### config.mk
export PLATFORM = sky130hd
export DESIGN_NAME = dc_motor_opto_position_seek_core
export DESIGN_NICKNAME = d
export VERILOG_FILES = /design/src/rtl/dmops_pkg.sv /design/src/rtl/dc_motor_opto_position_seek_core.sv /design/src/rtl/dmops_in_stage.sv /design/src/rtl/dmops_step.sv
export VERILOG_INCLUDE_DIRS = /design/src /design/src/rtl
export SDC_FILE = /design/constraint.sdc
export NUM_CORES = 1
export LEC_CHECK = 0
export BUFFER_PORTS_ARGS = -buffer_cell sky130_fd_sc_hd__clkbuf_2
export CAP_MARGIN = 20
export CORE_UTILIZATION = 58
export DETAILED_ROUTE_END_ITERATION = 10
export GPL_ROUTABILITY_DRIVEN = 1
export PLACE_DENSITY_LB_ADDON = 0.12
export SYNTH_ARGS = -nofsm -noshare
export SYNTH_HDL_FRONTEND = slang
export SYNTH_SLANG_ARGS = --single-unit
export TNS_END_PERCENT = 20
### constraint.sdc
create_clock -name clk -period 4.65 [get_ports clk]
set_input_delay 0.93 -clock clk [delete_from_list [all_inputs] [get_ports clk]]
set_output_delay 0.93 -clock clk [all_outputs]
set_load 0.1 [all_outputs]
### src/rtl/dc_motor_opto_position_seek_core_defines.svh
// Assertion macros shared by the motor seek core.
`ifndef DC_MOTOR_OPTO_POSITION_SEEK_CORE_DEFINES_SVH
`define DC_MOTOR_OPTO_POSITION_SEEK_CORE_DEFINES_SVH

// Same-cycle implication, checked outside reset.
`define DMOPS_ASSERT_NOW(label, clk, rst, ante, cons, msg) \
  label: assert property (@(posedge clk) disable iff (rst) (ante) |-> (cons)) \
    else $error(msg);

// Next-cycle implication, checked outside reset.
`define DMOPS_ASSERT_NEXT(label, clk, rst, ante, cons, msg) \
  label: assert property (@(posedge clk) disable iff (rst) (ante) |=> (cons)) \
    else $error(msg);

`endif

### src/rtl/dmops_pkg.sv
// Types and constants for the motor seek core.
package dmops_pkg;

  typedef enum logic [2:0] {
    OP_VERSION  = 3'd0,
    OP_FORWARD  = 3'd1,
    OP_REVERSE  = 3'd2,
    OP_SET_POS  = 3'd3,
    OP_READ_POS = 3'd4,
    OP_SEEK     = 3'd5,
    OP_PERIOD   = 3'd6,
    OP_PRESCALE = 3'd7
  } opcode_t;

  typedef enum logic [1:0] {
    REPLY_NONE     = 2'd0,
    REPLY_VERSION  = 2'd1,
    REPLY_POSITION = 2'd2
  } reply_kind_t;

  localparam logic       KIND_COMMAND = 1'b0;
  localparam logic [7:0] VERSION_LOW  = 8'd0;
  localparam logic [7:0] VERSION_HIGH = 8'd1;
  localparam logic [7:0] FULL_SPEED   = 8'd255;
  localparam logic [7:0] PERIOD_RESET = 8'd255;

  typedef struct packed {
    logic       kind;
    opcode_t    opcode;
    logic [7:0] arg_one;
    logic [7:0] arg_two;
    logic [7:0] arg_three;
    logic       marker;
  } item_t;

  typedef struct packed {
    logic [15:0] position;
    logic [15:0] target;
    logic        seek_active;
    logic        reverse_dir;
    logic        last_marker;
    logic [7:0]  period_setting;
    logic [7:0]  duty;
    logic [7:0]  period;
    logic [1:0]  prescale;
    logic [1:0]  enables;
  } state_t;

  typedef struct packed {
    logic        forward_enable;
    logic        reverse_enable;
    logic [7:0]  duty;
    logic [7:0]  period;
    logic [1:0]  prescale;
    reply_kind_t reply_kind;
    logic [7:0]  reply_low;
    logic [7:0]  reply_high;
    logic [15:0] position;
  } result_t;

  localparam state_t STATE_RESET = '{
    position:       16'd0,
    target:         16'd0,
    seek_active:    1'b0,
    reverse_dir:    1'b0,
    last_marker:    1'b0,
    period_setting: PERIOD_RESET,
    duty:           8'd0,
    period:         PERIOD_RESET,
    prescale:       2'd0,
    enables:        2'd0
  };

endpackage

### src/rtl/dc_motor_opto_position_seek_core.sv
// Throughput: one item per cycle while results are not stalled; input register,
// one pass of step logic, result register.
// The motor state updates as an item moves from the input register to the result register.
// A stalled result holds the input register, which then stalls the item channel.
// Reset (synchronous, active high) clears the position, ends any seek, turns the drive
// off, sets both period values to 255 and empties both registers.
`include "dc_motor_opto_position_seek_core_defines.svh"

module dc_motor_opto_position_seek_core (
  input  logic               clk,
  input  logic               rst,
  input  logic               item_valid,
  output logic               item_stall,
  input  logic               kind,
  input  logic [2:0]         opcode,
  input  logic [7:0]         arg_one,
  input  logic [7:0]         arg_two,
  input  logic [7:0]         arg_three,
  input  logic               marker,
  output logic               result_valid,
  input  logic               result_stall,
  output logic               forward_enable,
  output logic               reverse_enable,
  output logic [7:0]         duty,
  output logic [7:0]         period,
  output logic [1:0]         prescale,
  output logic [1:0]         reply_kind,
  output logic [7:0]         reply_low,
  output logic [7:0]         reply_high,
  output logic signed [15:0] position
);

  logic                full;
  logic                advance;
  dmops_pkg::item_t    item;
  dmops_pkg::state_t   state;
  dmops_pkg::state_t   state_next;
  dmops_pkg::result_t  step_result;
  dmops_pkg::result_t  result;

  // An item moves on when the result register is empty or being emptied.
  assign advance = full && (!result_valid || !result_stall);

  dmops_in_stage u_in_stage (
    .clk        (clk),
    .rst        (rst),
    .item_valid (item_valid),
    .item_stall (item_stall),
    .kind       (kind),
    .opcode     (opcode),
    .arg_one    (arg_one),
    .arg_two    (arg_two),
    .arg_three  (arg_three),
    .marker     (marker),
    .advance    (advance),
    .full       (full),
    .item       (item)
  );

  dmops_step u_step (
    .item       (item),
    .state      (state),
    .state_next (state_next),
    .result     (step_result)
  );

  always_ff @(posedge clk) begin
    if (rst) begin
      state <= dmops_pkg::STATE_RESET;
    end else if (advance) begin
      state <= state_next;
    end
  end

  always_ff @(posedge clk) begin
    if (rst) begin
      result_valid <= 1'b0;
    end else if (advance) begin
      result_valid <= 1'b1;
    end else if (!result_stall) begin
      result_valid <= 1'b0;
    end
  end

  always_ff @(posedge clk) begin
    if (advance) begin
      result <= step_result;
    end
  end

  assign forward_enable = result.forward_enable;
  assign reverse_enable = result.reverse_enable;
  assign duty           = result.duty;
  assign period         = result.period;
  assign prescale       = result.prescale;
  assign reply_kind     = result.reply_kind;
  assign reply_low      = result.reply_low;
  assign reply_high     = result.reply_high;
  assign position       = $signed(result.position);

  `DMOPS_ASSERT_NOW(a_no_reply_zero, clk, rst, result_valid && (reply_kind == dmops_pkg::REPLY_NONE), (reply_low == 8'd0) && (reply_high == 8'd0), "reply bytes set without a reply")
  `DMOPS_ASSERT_NEXT(a_state_holds, clk, rst, !advance, $stable(state), "motor state changed without a transfer")
  `DMOPS_ASSERT_NEXT(a_stall_keeps_item, clk, rst, full && result_valid && result_stall, full, "input register emptied while result stalled")
  `DMOPS_ASSERT_NOW(a_result_matches_state, clk, rst, result_valid, result.position == state.position, "result position differs from stored position")

endmodule

### src/rtl/dmops_in_stage.sv
// Input register stage with valid/stall handshake.
module dmops_in_stage (
  input  logic                 clk,
  input  logic                 rst,
  input  logic                 item_valid,
  output logic                 item_stall,
  input  logic                 kind,
  input  logic [2:0]           opcode,
  input  logic [7:0]           arg_one,
  input  logic [7:0]           arg_two,
  input  logic [7:0]           arg_three,
  input  logic                 marker,
  input  logic                 advance,
  output logic                 full,
  output dmops_pkg::item_t     item
);

  logic accept;

  // The stage frees up in the same cycle that its item moves on.
  assign item_stall = full && !advance;
  assign accept     = item_valid && !item_stall;

  always_ff @(posedge clk) begin
    if (rst) begin
      full <= 1'b0;
    end else if (accept) begin
      full <= 1'b1;
    end else if (advance) begin
      full <= 1'b0;
    end
  end

  always_ff @(posedge clk) begin
    if (accept) begin
      item.kind      <= kind;
      item.opcode    <= dmops_pkg::opcode_t'(opcode);
      item.arg_one   <= arg_one;
      item.arg_two   <= arg_two;
      item.arg_three <= arg_three;
      item.marker    <= marker;
    end
  end

endmodule

### src/rtl/dmops_step.sv
// Next-state and result logic for one command or marker sample.
module dmops_step (
  input  dmops_pkg::item_t   item,
  input  dmops_pkg::state_t  state,
  output dmops_pkg::state_t  state_next,
  output dmops_pkg::result_t result
);

  // Apply a speed and direction to the drive fields.
  function automatic dmops_pkg::state_t drive(input dmops_pkg::state_t s,
                                              input logic [7:0] speed,
                                              input logic dir);
    dmops_pkg::state_t r;
    r = s;
    if (speed == 8'd0) begin
      r.enables = 2'b00;
    end else begin
      r.enables = dir ? 2'b10 : 2'b01;
    end
    r.duty        = speed;
    r.period      = (speed == dmops_pkg::FULL_SPEED) ? 8'd0 : s.period_setting;
    r.reverse_dir = dir;
    return r;
  endfunction

  dmops_pkg::reply_kind_t reply_kind;
  logic [7:0]             reply_low;
  logic [7:0]             reply_high;
  logic [15:0]            stepped;
  logic [15:0]            seek_target;

  assign stepped     = state.reverse_dir ? (state.position - 16'd1)
                                         : (state.position + 16'd1);
  assign seek_target = {item.arg_three, item.arg_two};

  always_comb begin
    state_next = state;
    reply_kind = dmops_pkg::REPLY_NONE;
    reply_low  = 8'd0;
    reply_high = 8'd0;
    if (item.kind != dmops_pkg::KIND_COMMAND) begin
      if (item.marker && !state.last_marker) begin
        state_next.position = stepped;
        // Reaching the target ends the seek and stops the motor.
        if (state.seek_active && (stepped == state.target)) begin
          state_next.seek_active = 1'b0;
          state_next.enables     = 2'b00;
          state_next.duty        = 8'd0;
        end
      end
      state_next.last_marker = item.marker;
    end else begin
      case (item.opcode)
        dmops_pkg::OP_VERSION: begin
          reply_kind = dmops_pkg::REPLY_VERSION;
          reply_low  = dmops_pkg::VERSION_LOW;
          reply_high = dmops_pkg::VERSION_HIGH;
        end
        dmops_pkg::OP_FORWARD: begin
          state_next = drive(state, item.arg_one, 1'b0);
        end
        dmops_pkg::OP_REVERSE: begin
          state_next = drive(state, item.arg_one, 1'b1);
        end
        dmops_pkg::OP_SET_POS: begin
          state_next.position = {item.arg_two, item.arg_one};
        end
        dmops_pkg::OP_READ_POS: begin
          reply_kind = dmops_pkg::REPLY_POSITION;
          reply_low  = state.position[7:0];
          reply_high = state.position[15:8];
        end
        dmops_pkg::OP_SEEK: begin
          // A seek to the current position only loads the target.
          if (seek_target != state.position) begin
            state_next = drive(state, item.arg_one,
                               $signed(state.position) > $signed(seek_target));
            state_next.seek_active = (item.arg_one != 8'd0);
          end
          state_next.target = seek_target;
        end
        dmops_pkg::OP_PERIOD: begin
          state_next.period_setting = item.arg_one;
          state_next.period         = item.arg_one;
        end
        dmops_pkg::OP_PRESCALE: begin
          state_next.prescale = item.arg_one[1:0];
        end
        default: begin
          state_next = state;
        end
      endcase
    end
  end

  always_comb begin
    result.forward_enable = state_next.enables[0];
    result.reverse_enable = state_next.enables[1];
    result.duty           = state_next.duty;
    result.period         = state_next.period;
    result.prescale       = state_next.prescale;
    result.reply_kind     = reply_kind;
    result.reply_low      = reply_low;
    result.reply_high     = reply_high;
    result.position       = state_next.position;
  end

endmodule

# Word level (Yosys, flattened, before mapping)
# Index checks and enable logic that the tools add are counted.
dict set report totals {
  reg_bits 148
  wordCells 109
}
dict set report op_classes {
  n_lt_le_gt_ge 1
  bitwise_logic 5
  mux 33
  n_reduce_logical 25
  eq_ne 16
  n_addsub 2
}
# cell count
set op_table {}
lappend op_table {{one-hot mux 19 bit (3 select lines)} 1}
lappend op_table {{two-way mux 16 bit} 3}
lappend op_table {{one-hot mux 8 bit (2 select lines)} 3}
lappend op_table {{two-way mux 8 bit} 4}
lappend op_table {{one-hot mux 16 bit (2 select lines)} 1}
lappend op_table {{two-way mux 31 bit} 1}
lappend op_table {{one-hot mux 8 bit (3 select lines)} 1}
lappend op_table {{adder 16 x 1 -> 16 bit (second input constant)} 1}
lappend op_table {{== test 16 bit} 1}
lappend op_table {{greater-than comparator 16 bit} 1}
lappend op_table {{inequality test 16 bit} 1}
lappend op_table {{subtractor 16 x 1 -> 16 bit (second input constant)} 1}
lappend op_table {{== test 3 bit (second input constant)} 4}
lappend op_table {{two-way mux 2 bit} 6}
lappend op_table {{two-way mux 10 bit} 1}
lappend op_table {{two-way mux 1 bit} 9}
lappend op_table {{== test 8 bit (second input constant)} 1}
lappend op_table {{logical NOT 8 bit} 1}
lappend op_table {{inequality test 2 x 1 -> 1 bit (second input constant)} 4}
lappend op_table {{one-hot mux 2 bit (2 select lines)} 2}
lappend op_table {{AND reduction 4 bit} 2}
lappend op_table {{nonzero test 8 bit} 1}
lappend op_table {{AND reduction 7 bit} 1}
lappend op_table {{== test 3 x 2 -> 1 bit (second input constant)} 2}
lappend op_table {{other kinds (13)} 29}

# Logic depth before layout (Yosys ltp)
dict set report logic_depth {
  word_depth 8
  mapped_depth 13
  ltp_nobuf 11
}

# Hierarchy
# Synthesis repeated with hierarchy kept, for this count alone.
dict set report hier_totals {
  cells_unflattened 834
  area_unflattened_um2 8642.0
}
# module area_per_inst_um2 cells_per_inst instances
set by_module_without_submodules {}
lappend by_module_without_submodules {dc_motor_opto_position_seek_core 4476.8 331 1}
lappend by_module_without_submodules {dmops_step 3244.4 470 1}
lappend by_module_without_submodules {dmops_in_stage 920.9 33 1}

# Worst setup path after synthesis
# Ideal clock, no wire load.
dict set report synth_path {
  kind {register to register}
  start {register, netlist name state[29]}
  end {register result (netlist bit duty[0]), data pin}
  period_less_slack_ps 4182
  t_arrival_ps 3926
  stages_incl_launch_ff 13
  slack_ps 468
  t_required_ps 4394
  path_cell_list {dfxtp_1 inv_1 fa_1 nor2b_1 o2111ai_1 a31oi_1 mux2_1 or4_1 or4_1 or4_1 buf_2 buf_6 a22o_1}
}
# item line
set synth_rtl {}
lappend synth_rtl {{end signal, assigned} dc_motor_opto_position_seek_core.sv:87} ;# result <= step_result;
lappend synth_rtl {{end, declared} dc_motor_opto_position_seek_core.sv:39} ;# dmops_pkg::result_t result;

==> metrics.yaml <==
crit_family: "simple AND/OR/NAND/NOR gates"
syn_area_mm2: 0.00738
synth-simple-area-share_pct: 16.6
cp.arrival_ns: 4.49
numPortBuffers: 88
synth_edf_count: 83
highest_layer: "met4"
fp.dieW_um: 115
insertion_delay_ns: 0.42
nets: 869
clock_skew_ns: 0.00855
crit_fanout: 6
grt_setup_unrepaired: "no"
place.gp.congestion: 0.934
num_vias: 5943
post-route-min-period_ns: 4.32
antennaDiodeCount: 0
fin_area_mm2: 0.00856
routedWlPerCell_um: 19.3
fp.dieH_um: 115
drt-pass1-iter-count: 5
synth_compound_area_share_pct: 16.6
met1_length_mm: 8.56
ios: 89
timing.slew.headroom_pct: 41.3
fin_ws_ns: 0.331
via_per_inst: 6.06
ir_drop_v: 0.000290
synth_cells: 721
start_util_pct: 60.5
drt_iter0_markers: 712
grt_max_degree: 47
slew_violations: 0
hpwlAfterDp_mm: 13.5
route.met3.wl_mm: 1.50
core-area_mm2: 0.0122
setup_tns_ns: 0
cts_buffers: 17
synthAdderAreaFrac_pct: 6.20
synth_ff_type: "edfxtp_1"
final_cell_mix: "nand2_1 (103), clkbuf_2 (88), edfxtp_1 (83)"
critPathCaptureType: "flip-flop"
overflow: 0
dp_slack_ns: 0.187
syn_nets: 790
drc_errors: 0
cp_slowest_stage_delay_ns: 0.59
track_usage_pct: 30.2
grt_pass1_wl_mm: 29.6
synth_cell_type_count: 67
period_share_pct: 92.9
cp_common_cell: "or4_1"
cp_data_required_time_ns: 4.82
antenna_found_initial: 0
area_growth_pct: 15.9
worstSetupPathType: "flip-flop to flip-flop"
critPathBufInv: 1
postLayoutCoreUtil_pct: 70.1
maxCapViolCount: 0
postRouteAntennaNets: 0
ys_ff_latch: 148
worst_pin_slew_ns: 0.880
worst_path_max_delay_cell: "or4b_1"
synth-xor-area-share_pct: 3.95
wirelength_mm: 19.0
synth_top_family_by_area: "compound AO/OA/AOI/OAI gates"
syn_area_per_cell_um2: 10.2
htreeDepth: 4
grt_pass1_vias: 5636
postSynth.asyncResetShare_pct: 0
cts_resized: 0
leakagePower_nw: 3.65
holdBufCountCts: 0
finalSetupViolCount: 0
hold_viol: 0
layout-drive-gt1-share_pct: 17.5
wl_met2_mm: 8.56
postCtsSetupRepairBufs: 0
cp-start-kind: "flip-flop"
cts.sinks: 148
min-delay-path-class: "flip-flop to flip-flop"
cts_tree: "built"
dieArea_mm2: 0.0132
ys_seq_area_share_pct: 51.4
ys.warnings.count: 0
r2r_slack_ns: 0.33
max_freq_mhz: 232
status: "complete, no violations"
cp_cell_sequence: "inv_1 -> fa_1 -> nor2b_1 -> o2111ai_1 -> a31oi_1 -> mux2_1 -> or4_1 -> or4_1 -> or4b_1 -> a32o_1"
root_buffer: "clkbuf_16"
place_area_mm2: 0.00797
clockBufferDepth: 2
synth_mux_area_share_pct: 1.81
final_common_cell: "nand2_1"
clk_pin_slew_worst_paths_ns: 0.06
rows: 40
power.density_mw_per_mm2: 397
## registers in the layout (all words and copies together) (netlist names)
name and flops:
prescale 2, u_in_stage.full 1, reply_low 8, u_in_stage.item 29, state 63, reverse_enable 1, forward_enable 1, duty 8
period 8, reply_kind 2, position 16, result_valid 1, reply_high 8
## synth_stat cells, types with 19 or more instances
cell type / count / area share [%]
nand2_1: 103 / 5.2
edfxtp_1: 83 / 34
dfxtp_1: 65 / 18
a21oi_1: 46 / 3.1
o21ai_0: 21 / 1.4
clkbuf_1: 32 / 1.6
inv_1: 26 / 1.3
and2_1: 20 / 1.7
ha_1: 35 / 5.9
nor2_1: 48 / 2.4
and3_1: 19 / 1.6
## worst register-to-register path, stage by stage (launching register included)
cell	delay, ns
dfxtp_1	0.46
inv_1	0.12
fa_1	0.48
nor2b_1	0.25
o2111ai_1	0.19
a31oi_1	0.32
mux2_1	0.35
or4_1	0.52
or4_1	0.50
or4b_1	0.59
a32o_1	0.30
## final timing paths
check,endpoint,from,cells after the start
setup / recovery,forward_enable$_DFFE_PP_,state[29]$_SDFFE_PP0P_,10
hold / removal,state[9]$_SDFFE_PP1P_,state[9]$_SDFFE_PP1P_,2
hold reg to reg,state[9]$_SDFFE_PP1P_,state[9]$_SDFFE_PP1P_,2
setup reg to reg,forward_enable$_DFFE_PP_,state[29]$_SDFFE_PP0P_,10
## cells by family after synthesis
logic type      Yosys count
simple gates            258
compound gates          171
flops                   148
buf+inv                  65
fa+ha+maj                36
xor+xnor                 30
mux                      13
## power by group
group / total (W) / internal (W) / switching (W)
clock: 0.00136 / 0.000837 / 0.000521
sequential: 0.00152 / 0.00146 / 0.0000596
combinational: 0.000524 / 0.000133 / 0.000391
total: 0.00340 / 0.00243 / 0.000971
## stage by stage
stage | cells | hold WS (ns) | total power (W)
after CTS | 981 | 0.479 | 0.00341
after detailed placement | 949 | 0.459 | 0.00206
final | 981 | 0.473 | 0.00340
after global placement | 949 | 0.450 | 0.00205
after floorplan | 721 | 0.437 | 0.00193
after global routing | 981 | 0.504 | 0.00351
## area by class of cell
type	count	area, um^2
sequential	148	3790
fill	944	3650
multi-input combinational	508	3350
timing repair buffer	98	515
clock buffer	17	425
tap	168	210
clock inverter	15	163
inverter	27	101
## per-layer routing
| metal | track usage [%] | vias up |
|---|---|---|
| met2 | 46.3 | 270 |
| met3 | 7.38 | 31 |
| met4 | 11.3 | 0 |
| li1 | - | 2812 |
| met1 | 41.7 | 2830 |
| met5 | 0 | - |
No activity file was read; power rests on OpenSTA's default activity.
